### config.mk
export PLATFORM = sky130hd
export DESIGN_NAME = mpe_section_encapsulator
export DESIGN_NICKNAME = d
export VERILOG_FILES = /design/src/hw/rtl/mpe_pkg.sv /design/src/hw/rtl/mpe_fifo.sv /design/src/hw/rtl/mpe_front.sv /design/src/hw/rtl/mpe_back.sv /design/src/hw/rtl/mpe_section_encapsulator.sv
export SDC_FILE = /design/constraint.sdc
export NUM_CORES = 1
export LEC_CHECK = 0
export ABC_CLOCK_PERIOD_IN_PS = 10200
export BUFFER_PORTS_ARGS = -buffer_cell sky130_fd_sc_hd__buf_4
export CAP_MARGIN = 30
export CORE_UTILIZATION = 60
export DETAILED_ROUTE_END_ITERATION = 6
export GPL_ROUTABILITY_DRIVEN = 1
export GPL_TIMING_DRIVEN = 0
export PLACE_DENSITY = 0.78
export SKIP_CTS_REPAIR_TIMING = 1
export SLEW_MARGIN = 10
export SYNTH_ARGS = -nofsm -noshare
export SYNTH_HDL_FRONTEND = slang
export SYNTH_HIERARCHICAL = 1
export SYNTH_SLANG_ARGS = --single-unit
### constraint.sdc
create_clock -name clk -period 10.2 [get_ports clk]
set_clock_uncertainty 0.15 [all_clocks]
set_input_delay 0 -clock clk [delete_from_list [all_inputs] [get_ports clk]]
set_output_delay 0 -clock clk [all_outputs]
set_load 0.01 [all_outputs]
### src/hw/rtl/mpe_pkg.sv
// mpe_pkg: types, constants and the crc helper for the section encapsulator
// used by mpe_front, mpe_back and the top level; depends on nothing else
package mpe_pkg;

  // datagram layout
  localparam int unsigned LEAD_COUNT = 20;
  localparam logic [4:0] SLOT_LAST_LEAD = 5'd19;
  localparam logic [4:0] SLOT_PASS = 5'd20;
  localparam logic [4:0] HDR_LEN = 5'd12;
  localparam logic [4:0] BURST_LAST = 5'd31;
  localparam logic [1:0] CRC_LAST = 2'd3;
  localparam logic [11:0] LEN_MIN = 12'd20;

  // section header constants
  localparam logic [7:0] TABLE_ID = 8'h3e;
  localparam logic [7:0] SLEN_FLAGS = 8'hb0;
  localparam logic [7:0] HDR_FLAGS = 8'hc1;
  localparam logic [7:0] MAC2_MCAST = 8'h5e;
  localparam logic [7:0] MCAST_MASK = 8'he0;
  localparam logic [7:0] MAC3_MASK = 8'h7f;
  localparam logic [7:0] MAC0_MCAST = 8'h01;
  localparam logic [11:0] SEC_OVERHEAD = 12'd13;

  // stuffing: 183 - ((len + 16) mod 184), 184 = 8 * 23
  localparam logic [12:0] FILL_BIAS = 13'd16;
  localparam logic [9:0] INV23 = 10'd713;
  localparam int unsigned INV23_SHIFT = 14;
  localparam logic [4:0] DIV23 = 5'd23;
  localparam logic [7:0] FILL_TOP = 8'd183;

  // crc-32, mpeg-2 flavor
  localparam logic [31:0] CRC_POLY = 32'h04c11db7;
  localparam logic [31:0] CRC_INIT = 32'hffffffff;

  // queue depths
  localparam int unsigned CMD_DEPTH = 4;
  localparam int unsigned RES_DEPTH = 2;

  // classified datagram byte, front to back
  typedef struct packed {
    logic [7:0]  data;
    logic [4:0]  slot;   // lead slot 0..19, or pass-through
    logic        last;
    logic [11:0] len;
    logic [7:0]  fill;
  } cmd_t;

  // one section byte toward the output queue
  typedef struct packed {
    logic [7:0] out_byte;
    logic       section_end;
    logic [7:0] fill_count;
  } res_t;

  typedef enum logic [2:0] {
    ST_RUN   = 3'b001,
    ST_BURST = 3'b010,
    ST_CRC   = 3'b100
  } back_state_t;

  // msb-first crc over one byte
  function automatic logic [31:0] crc_feed(input logic [31:0] crc, input logic [7:0] b);
    logic [31:0] c;
    c = crc ^ {b, 24'd0};
    for (int k = 0; k < 8; k++) begin
      c = c[31] ? ({c[30:0], 1'b0} ^ CRC_POLY) : {c[30:0], 1'b0};
    end
    return c;
  endfunction

endpackage

### src/hw/rtl/mpe_fifo.sv
// mpe_fifo: small register queue with push/full and pop/empty sides
// depends on nothing; used for the command queue and the result queue
module mpe_fifo #(
  parameter int unsigned WIDTH = 8,
  parameter int unsigned DEPTH = 4
) (
  input  logic             clk,
  input  logic             rst,
  input  logic             push,
  input  logic [WIDTH-1:0] wdata,
  output logic             full,
  input  logic             pop,
  output logic [WIDTH-1:0] rdata,
  output logic             empty
);

  localparam int unsigned PTR_W = (DEPTH > 1) ? $clog2(DEPTH) : 1;
  localparam int unsigned CNT_W = $clog2(DEPTH + 1);

  logic [WIDTH-1:0] slots [DEPTH];
  logic [PTR_W-1:0] wr_ptr;
  logic [PTR_W-1:0] rd_ptr;
  logic [CNT_W-1:0] count;
  logic             do_push;
  logic             do_pop;

  assign full    = (count == CNT_W'(DEPTH));
  assign empty   = (count == '0);
  assign do_push = push && !full;
  assign do_pop  = pop && !empty;
  assign rdata   = slots[rd_ptr];

  // pointers and fill level
  always_ff @(posedge clk) begin
    if (rst) begin
      wr_ptr <= '0;
      rd_ptr <= '0;
      count  <= '0;
    end else begin
      if (do_push) begin
        wr_ptr <= (wr_ptr == PTR_W'(DEPTH - 1)) ? '0 : wr_ptr + 1'b1;
      end
      if (do_pop) begin
        rd_ptr <= (rd_ptr == PTR_W'(DEPTH - 1)) ? '0 : rd_ptr + 1'b1;
      end
      if (do_push && !do_pop) begin
        count <= count + 1'b1;
      end else if (do_pop && !do_push) begin
        count <= count - 1'b1;
      end
    end
  end

  // storage
  always_ff @(posedge clk) begin
    if (do_push) begin
      slots[wr_ptr] <= wdata;
    end
  end

endmodule

### src/hw/rtl/mpe_front.sv
// mpe_front: counts datagram bytes, samples the length, classifies each byte
// depends on mpe_pkg; feeds the command queue
module mpe_front
  import mpe_pkg::*;
#(
  parameter int unsigned MAX_DATAGRAM = 4080
) (
  input  logic        clk,
  input  logic        rst,
  input  logic        accept,
  input  logic [7:0]  data_byte,
  input  logic [11:0] datagram_len,
  output cmd_t        cmd
);

  logic [11:0] byte_index;
  logic [11:0] held_length;
  logic [11:0] clamp_len;
  logic [11:0] cur_len;
  logic        first;
  logic        last;
  logic [12:0] fill_x;
  logic [9:0]  fill_y;
  logic [19:0] fill_prod;
  logic [4:0]  fill_q;
  logic [9:0]  fill_r;
  logic [7:0]  fill_mod;

  // length sampled with the first byte, clamped to range
  always_comb begin
    clamp_len = datagram_len;
    if (datagram_len < LEN_MIN) begin
      clamp_len = LEN_MIN;
    end else if (datagram_len > 12'(MAX_DATAGRAM)) begin
      clamp_len = 12'(MAX_DATAGRAM);
    end
  end

  assign first   = (byte_index == '0);
  assign cur_len = first ? clamp_len : held_length;
  assign last    = ({1'b0, byte_index} + 13'd1) >= {1'b0, cur_len};

  // stuffing count: mod 184 as mod 8 and mod 23 by reciprocal
  assign fill_x    = {1'b0, held_length} + FILL_BIAS;
  assign fill_y    = fill_x[12:3];
  assign fill_prod = 20'(fill_y * INV23);
  assign fill_q    = fill_prod[INV23_SHIFT +: 5];
  assign fill_r    = fill_y - 10'(fill_q * DIV23);
  assign fill_mod  = {fill_r[4:0], fill_x[2:0]};

  // classified byte
  always_comb begin
    cmd.data = data_byte;
    cmd.slot = (byte_index < 12'(LEAD_COUNT)) ? byte_index[4:0] : SLOT_PASS;
    cmd.last = last;
    cmd.len  = held_length;
    cmd.fill = FILL_TOP - fill_mod;
  end

  // byte position within the datagram
  always_ff @(posedge clk) begin
    if (rst) begin
      byte_index  <= '0;
      held_length <= '0;
    end else if (accept) begin
      if (first) begin
        held_length <= clamp_len;
      end
      byte_index <= last ? '0 : byte_index + 12'd1;
    end
  end

endmodule

### src/hw/rtl/mpe_back.sv
// mpe_back: keeps the lead bytes, emits header, datagram and crc bytes
// depends on mpe_pkg; reads the command queue, writes the result queue
module mpe_back
  import mpe_pkg::*;
(
  input  logic clk,
  input  logic rst,
  input  logic stuff_enable,
  input  cmd_t cmd,
  input  logic cmd_empty,
  output logic cmd_pop,
  input  logic res_full,
  output logic res_push,
  output res_t res
);

  back_state_t state, state_next;
  logic [4:0]  cnt, cnt_next;
  logic [31:0] crc, crc_next;
  logic [7:0]  lead [LEAD_COUNT];
  logic [11:0] sec_len;
  logic        sec_last;
  logic [7:0]  sec_fill;
  logic [11:0] slen;
  logic        mcast;
  logic [4:0]  lead_idx;
  logic [7:0]  burst_byte;
  logic [7:0]  crc_byte;

  assign slen     = sec_len + SEC_OVERHEAD;
  assign mcast    = (lead[16] & MCAST_MASK) == MCAST_MASK;
  assign lead_idx = cnt - HDR_LEN;

  // header bytes, then the held datagram bytes
  always_comb begin
    unique case (cnt)
      5'd0:    burst_byte = TABLE_ID;
      5'd1:    burst_byte = SLEN_FLAGS | {4'd0, slen[11:8]};
      5'd2:    burst_byte = slen[7:0];
      5'd3:    burst_byte = mcast ? lead[19] : 8'd0;
      5'd4:    burst_byte = mcast ? lead[18] : 8'd0;
      5'd5:    burst_byte = HDR_FLAGS;
      5'd6:    burst_byte = 8'd0;
      5'd7:    burst_byte = 8'd0;
      5'd8:    burst_byte = mcast ? (lead[17] & MAC3_MASK) : 8'd0;
      5'd9:    burst_byte = mcast ? MAC2_MCAST : 8'd0;
      5'd10:   burst_byte = 8'd0;
      5'd11:   burst_byte = mcast ? MAC0_MCAST : 8'd0;
      default: burst_byte = lead[lead_idx];
    endcase
  end

  // crc bytes, most significant first
  always_comb begin
    case (cnt[1:0])
      2'd0:    crc_byte = crc[31:24];
      2'd1:    crc_byte = crc[23:16];
      2'd2:    crc_byte = crc[15:8];
      default: crc_byte = crc[7:0];
    endcase
  end

  // sequencer
  always_comb begin
    state_next      = state;
    cnt_next        = cnt;
    crc_next        = crc;
    cmd_pop         = 1'b0;
    res_push        = 1'b0;
    res.out_byte    = 8'd0;
    res.section_end = 1'b0;
    res.fill_count  = 8'd0;
    unique case (state)
      ST_RUN: begin
        if (!cmd_empty) begin
          if (cmd.slot == SLOT_PASS) begin
            if (!res_full) begin
              cmd_pop      = 1'b1;
              res_push     = 1'b1;
              res.out_byte = cmd.data;
              crc_next     = crc_feed(crc, cmd.data);
              if (cmd.last) begin
                state_next = ST_CRC;
                cnt_next   = '0;
              end
            end
          end else begin
            cmd_pop = 1'b1;
            if (cmd.slot == SLOT_LAST_LEAD) begin
              state_next = ST_BURST;
              cnt_next   = '0;
            end
          end
        end
      end
      ST_BURST: begin
        if (!res_full) begin
          res_push     = 1'b1;
          res.out_byte = burst_byte;
          crc_next     = crc_feed(crc, burst_byte);
          if (cnt == BURST_LAST) begin
            cnt_next   = '0;
            state_next = sec_last ? ST_CRC : ST_RUN;
          end else begin
            cnt_next = cnt + 5'd1;
          end
        end
      end
      ST_CRC: begin
        if (!res_full) begin
          res_push     = 1'b1;
          res.out_byte = crc_byte;
          if (cnt[1:0] == CRC_LAST) begin
            res.section_end = 1'b1;
            res.fill_count  = stuff_enable ? sec_fill : 8'd0;
            crc_next        = CRC_INIT;
            cnt_next        = '0;
            state_next      = ST_RUN;
          end else begin
            cnt_next = cnt + 5'd1;
          end
        end
      end
      default: begin
        state_next = ST_RUN;
      end
    endcase
  end

  // control state
  always_ff @(posedge clk) begin
    if (rst) begin
      state <= ST_RUN;
      cnt   <= '0;
      crc   <= CRC_INIT;
    end else begin
      state <= state_next;
      cnt   <= cnt_next;
      crc   <= crc_next;
    end
  end

  // lead bytes and per-section values
  always_ff @(posedge clk) begin
    if (cmd_pop && (cmd.slot != SLOT_PASS)) begin
      lead[cmd.slot] <= cmd.data;
    end
    if (cmd_pop && (cmd.slot == SLOT_LAST_LEAD)) begin
      sec_len  <= cmd.len;
      sec_last <= cmd.last;
    end
    if (cmd_pop && cmd.last) begin
      sec_fill <= cmd.fill;
    end
  end

endmodule

### src/hw/rtl/mpe_section_encapsulator.sv
// DVB multiprotocol encapsulation section builder, top level
// Input side: push/full, one datagram byte per transfer, with datagram_len
// sampled on the first byte of each datagram (clamped to 20..MAX_DATAGRAM).
// Output side: empty/pop, one section byte per transfer; section_end marks
// the last crc byte and fill_count gives the 0xff stuffing count there when
// stuff_enable is set (0 otherwise).
// Bytes 0 to 18 produce nothing; byte 19 releases a 32-byte burst (12 header
// bytes plus the 20 held bytes); later bytes pass through; the last byte is
// followed by 4 crc bytes. The output runs at one byte per cycle while the
// result queue has room, set by the single-byte crc/sequencer in the back
// end; input is taken at one byte per cycle while the 4-entry command queue
// has room, and full rises while the header burst drains. Each pass-through
// byte is held in the command queue, then the result queue, before its pop.
// When pop is held low the 2-entry result queue fills, the back end stops,
// then the command queue fills and full is raised; nothing is dropped.
// Reset (rst, synchronous) empties both queues, restarts the byte count and
// clears stuff_enable. Write stuff_enable only while the block is idle.
module mpe_section_encapsulator
  import mpe_pkg::*;
#(
  parameter int unsigned MAX_DATAGRAM = 4080
) (
  input  logic        clk,
  input  logic        rst,
  input  logic        push,
  output logic        full,
  input  logic [7:0]  data_byte,
  input  logic [11:0] datagram_len,
  output logic        empty,
  input  logic        pop,
  output logic [7:0]  out_byte,
  output logic        section_end,
  output logic [7:0]  fill_count,
  input  logic        stuff_enable_we,
  input  logic        stuff_enable
);

  logic stuff_en_q;
  logic accept;
  cmd_t cmd_in;
  cmd_t cmd_head;
  logic cmd_full;
  logic cmd_empty;
  logic cmd_pop;
  res_t res_in;
  res_t res_head;
  logic res_full;
  logic res_push;

  // configuration register
  always_ff @(posedge clk) begin
    if (rst) begin
      stuff_en_q <= 1'b0;
    end else if (stuff_enable_we) begin
      stuff_en_q <= stuff_enable;
    end
  end

  assign full   = cmd_full;
  assign accept = push && !cmd_full;

  // front end: byte count and classification
  mpe_front #(
    .MAX_DATAGRAM(MAX_DATAGRAM)
  ) u_front (
    .clk          (clk),
    .rst          (rst),
    .accept       (accept),
    .data_byte    (data_byte),
    .datagram_len (datagram_len),
    .cmd          (cmd_in)
  );

  // command queue between front and back
  mpe_fifo #(
    .WIDTH($bits(cmd_t)),
    .DEPTH(CMD_DEPTH)
  ) u_cmdq (
    .clk   (clk),
    .rst   (rst),
    .push  (accept),
    .wdata (cmd_in),
    .full  (cmd_full),
    .pop   (cmd_pop),
    .rdata (cmd_head),
    .empty (cmd_empty)
  );

  // back end: header, pass-through and crc
  mpe_back u_back (
    .clk          (clk),
    .rst          (rst),
    .stuff_enable (stuff_en_q),
    .cmd          (cmd_head),
    .cmd_empty    (cmd_empty),
    .cmd_pop      (cmd_pop),
    .res_full     (res_full),
    .res_push     (res_push),
    .res          (res_in)
  );

  // result queue toward the receiver
  mpe_fifo #(
    .WIDTH($bits(res_t)),
    .DEPTH(RES_DEPTH)
  ) u_resq (
    .clk   (clk),
    .rst   (rst),
    .push  (res_push),
    .wdata (res_in),
    .full  (res_full),
    .pop   (pop),
    .rdata (res_head),
    .empty (empty)
  );

  assign out_byte    = res_head.out_byte;
  assign section_end = res_head.section_end;
  assign fill_count  = res_head.fill_count;

  // back end never writes a full result queue
  a_res_no_overflow: assert property (@(posedge clk) disable iff (rst)
    !(res_push && res_full))
    else $error("result written while result queue full");

  // back end only takes commands that are present
  a_cmd_no_underflow: assert property (@(posedge clk) disable iff (rst)
    cmd_pop |-> !cmd_empty)
    else $error("command taken from empty queue");

  // a stuffing count shows only on the section end
  a_fill_on_end: assert property (@(posedge clk) disable iff (rst)
    (!empty && (fill_count != 8'd0)) |-> section_end)
    else $error("fill count outside section end");

endmodule

==> results_dict.tcl <==
set metrics [dict create \
    grt_remaining_overflow 0 \
    vias_per_cell 6.32 \
    grt_max_degree 35 \
    ys_async_sr_fraction_pct 0 \
    area_delta_synth_final_pct 12.6 \
    cts_buffers 45 \
    synth.area.top_cells "edfxtp_1 48%, dfxtp_1 7.2%, mux4_2 6.3%, ha_1 5.6%, xnor2_1 3.9%" \
    r2r_slack_ns 1.77 \
    cts_sinks 430 \
    place_congestion 0.978 \
    critPathRequiredTime_ns 10.40 \
    synth_top_family_by_area "multiplexers" \
    drv_slew 0 \
    yosys.cell_count.top_type "edfxtp_1" \
    timing_worst_slew_pin_value_ns 1.03 \
    cts-root-buf "clkbuf_16" \
    critical_path.max_stage_delay_ns 0.59 \
    reg2reg_depth 27 \
    vias 14300 \
    ir_worst_vdd_mv 0.605 \
    yosysSeqAreaShare_pct 55.0 \
    fmax_ghz 0.119 \
    outcome "finished with violations" \
    cp_max_fo 11 \
    drive_gt1_share_pct 16.3 \
    drt_pass1_iterations 7 \
    finalHoldViolCount 0 \
    clk_pin_slew_ns 0.07 \
    synthXorXnorAreaFrac_pct 8.09 \
    synth-main-ff-cell "edfxtp_1" \
    reg2reg_to "u_cmdq/slots[0][7]" \
    setup_violations 0 \
    synth_seq_cells 430 \
    setup_tns_ns 0 \
    violations "DRC" \
    ant_nets 0 \
    numPortBuffers 36 \
    powerDensity_nw_per_um2 367 \
    cp.arrival_ns 8.63 \
    hold_path.class "in2reg" \
    crit_top_cell "ha_1" \
    synthAdderAreaFrac_pct 7.25 \
    relSlewSlack_pct 30.8 \
    cts_tree "done" \
    synthSimpleGateAreaFrac_pct 7.99 \
    r2r_start "u_front/held_length[4]" \
    core.rowCount 69 \
    synth_cell_types 95 \
    post-route-period-util_pct 82.6 \
    synth_compound_area_share_pct 8.96 \
    n_antenna_cell 0 \
    ios 45 \
    hpwl_um 35500 \
    synth_commonest_cells "351 x edfxtp_1, 123 x nor2_1, 99 x ha_1, 99 x xnor2_1" \
    wire_per_inst_um 23.0 \
    layout.nets 1908 \
    ys.warnings.count 6 \
    crit_start "u_front/held_length[4]" \
    cp-end-kind "register" \
    htree_levels 2 \
    synth_nets 1785 \
    dieArea_um2 37500 \
    maxCapViolCount 0 \
    track_usage_pct 27.9 \
    die_w_um 194 \
    grt_antenna_before_repair 0 \
    netlist_instances 1642 \
    grt_pass1_vias 14300 \
    crit_end "u_cmdq/slots[0][7]" \
    grt_pass1_wl_um 80200 \
    avgSynthCellArea_um2 13.4 \
    setup.worst_path.start_class "register" \
    synth_top_area_share_pct 47.8 \
    power_mw 9.11 \
    muxShareOfSynthArea_pct 9.17 \
    post-route-min-period_ns 8.43 \
    cts_max_path_buffers 3 \
    yosysTopAreaCell "edfxtp_1" \
    critical_path_class "reg2reg" \
    drt_drc_violations_left 7 \
    drt-total-wl_um 52100 \
    cp_slowest_cell "dfxtp_1" \
    power.leakage_nw 9.04 \
    die_h_um 194 \
    syn_area_um2 22000 \
    initial_core_util_pct 61.5 \
    rsz0062_at_grt "false" \
    drtIter0Drc 1438 \
    insertion_delay_ns 0.57 \
    coreArea_um2 35800 \
    synth_edf_count 351 \
]
==> worst max-delay path, delay by kind of cell, from the launching register on <==
family,cells,cell delay (ns)
buffers and inverters,5,0.53
AO/OA/AOI/OAI,6,1.79
AND/OR/NAND/NOR,3,0.46
flip-flops,1,0.59
XOR/XNOR,2,0.40
adder cells (fa/ha/maj),11,4.27
==> where the power goes <==
part	switching [mW]	internal, mW
Clock	0.672	1.04
Sequential	0.0957	2.60
Combinational	2.73	1.97
Total	3.50	5.61
==> cells in the final DEF, fill, tap and decap left out, types with 17 or more instances in the layout <==
cell type	count
mux2_2	30
nand2_1	59
nor3_1	19
mux2i_1	25
edfxtp_1	351
inv_1	75
dlygate4sd3_1	29
o22ai_1	29
o21ai_0	39
ha_1	99
nor2_1	123
mux4_2	62
and3_1	17
clkbuf_1	55
xor2_1	51
nand3_1	30
a21oi_1	79
clkbuf_16	47
xnor2_1	99
nor2b_1	17
fa_1	18
dfxtp_1	79
nand2b_1	25
buf_4	59
==> sequential cells by signal (all words and copies together) (netlist names), 3 cells and up, named ones only <==
register / cells
u_resq/slots: 34
u_back/sec_len: 12
u_cmdq/slots: 136
u_back/sec_fill: 8
u_front/held_length: 12
u_back/lead: 160
u_front/byte_index: 12
u_cmdq/count: 3
u_back/state: 3
u_back/crc: 32
u_back/cnt: 5
==> metal layers <==
metal | GRT usage, % | routed length, um | up-vias
met3 | 4.99 | 3940 | 124
met1 | 36.1 | 20600 | 7066
li1 | - | - | 6418
met4 | 11.0 | 1820 | 0
met5 | 0 | 0 | -
met2 | 47.0 | 25700 | 700
==> layout make-up <==
| type | instances | area, um^2 |
|---|---|---|
| Sequential cell | 430 | 12100 |
| Multi-Input combinational cell | 1051 | 9140 |
| Clock buffer | 60 | 1240 |
| Timing Repair Buffer | 76 | 648 |
| Buffer | 82 | 478 |
| Tap cell | 461 | 577 |
| Fill cell | 2400 | 11000 |
| Clock inverter | 24 | 302 |
| Inverter | 79 | 302 |
==> worst min-delay path by stage <==
stage | startpoint | to | slack (ns) | cells after the start
final | data_byte[2] | u_cmdq/slots[3][28] | 0.04 | 2
after global routing | data_byte[2] | u_cmdq/slots[3][28] | 0.04 | 2
after CTS | data_byte[5] | u_cmdq/slots[1][31] | -0.54 | 1
after detailed placement | data_byte[5] | u_cmdq/slots[3][31] | 0.06 | 1
after global placement | data_byte[4] | u_cmdq/slots[1][30] | 0.05 | 1
after floorplan | rst | u_resq/count[1] | -0.08 | 1
==> stage by stage <==
step                      std cells  hold WS [ns]  utilization (%)  worst slack, ns  cell area [um^2]
after floorplan                1642       -0.0809                -             2.73             22000
after global placement         2139        0.0504             63.9             1.96             22900
after detailed placement       2147        0.0570             64.1             1.86             23000
after CTS                      2231        -0.540             68.4             1.72             24500
after global routing           2263        0.0394             69.3             1.20             24800
final                          2263        0.0446             69.3             1.77             24800
==> cells by family (layout without fill, tap and decap cells) <==
family / count (synthesis) / count (layout)
mux: 119 / 119
buf+inv: 161 / 321
compound gates: 284 / 284
xor+xnor: 173 / 173
flops: 430 / 430
simple gates: 358 / 358
fa+ha+maj: 117 / 117
(Power assumes the default switching activity.)
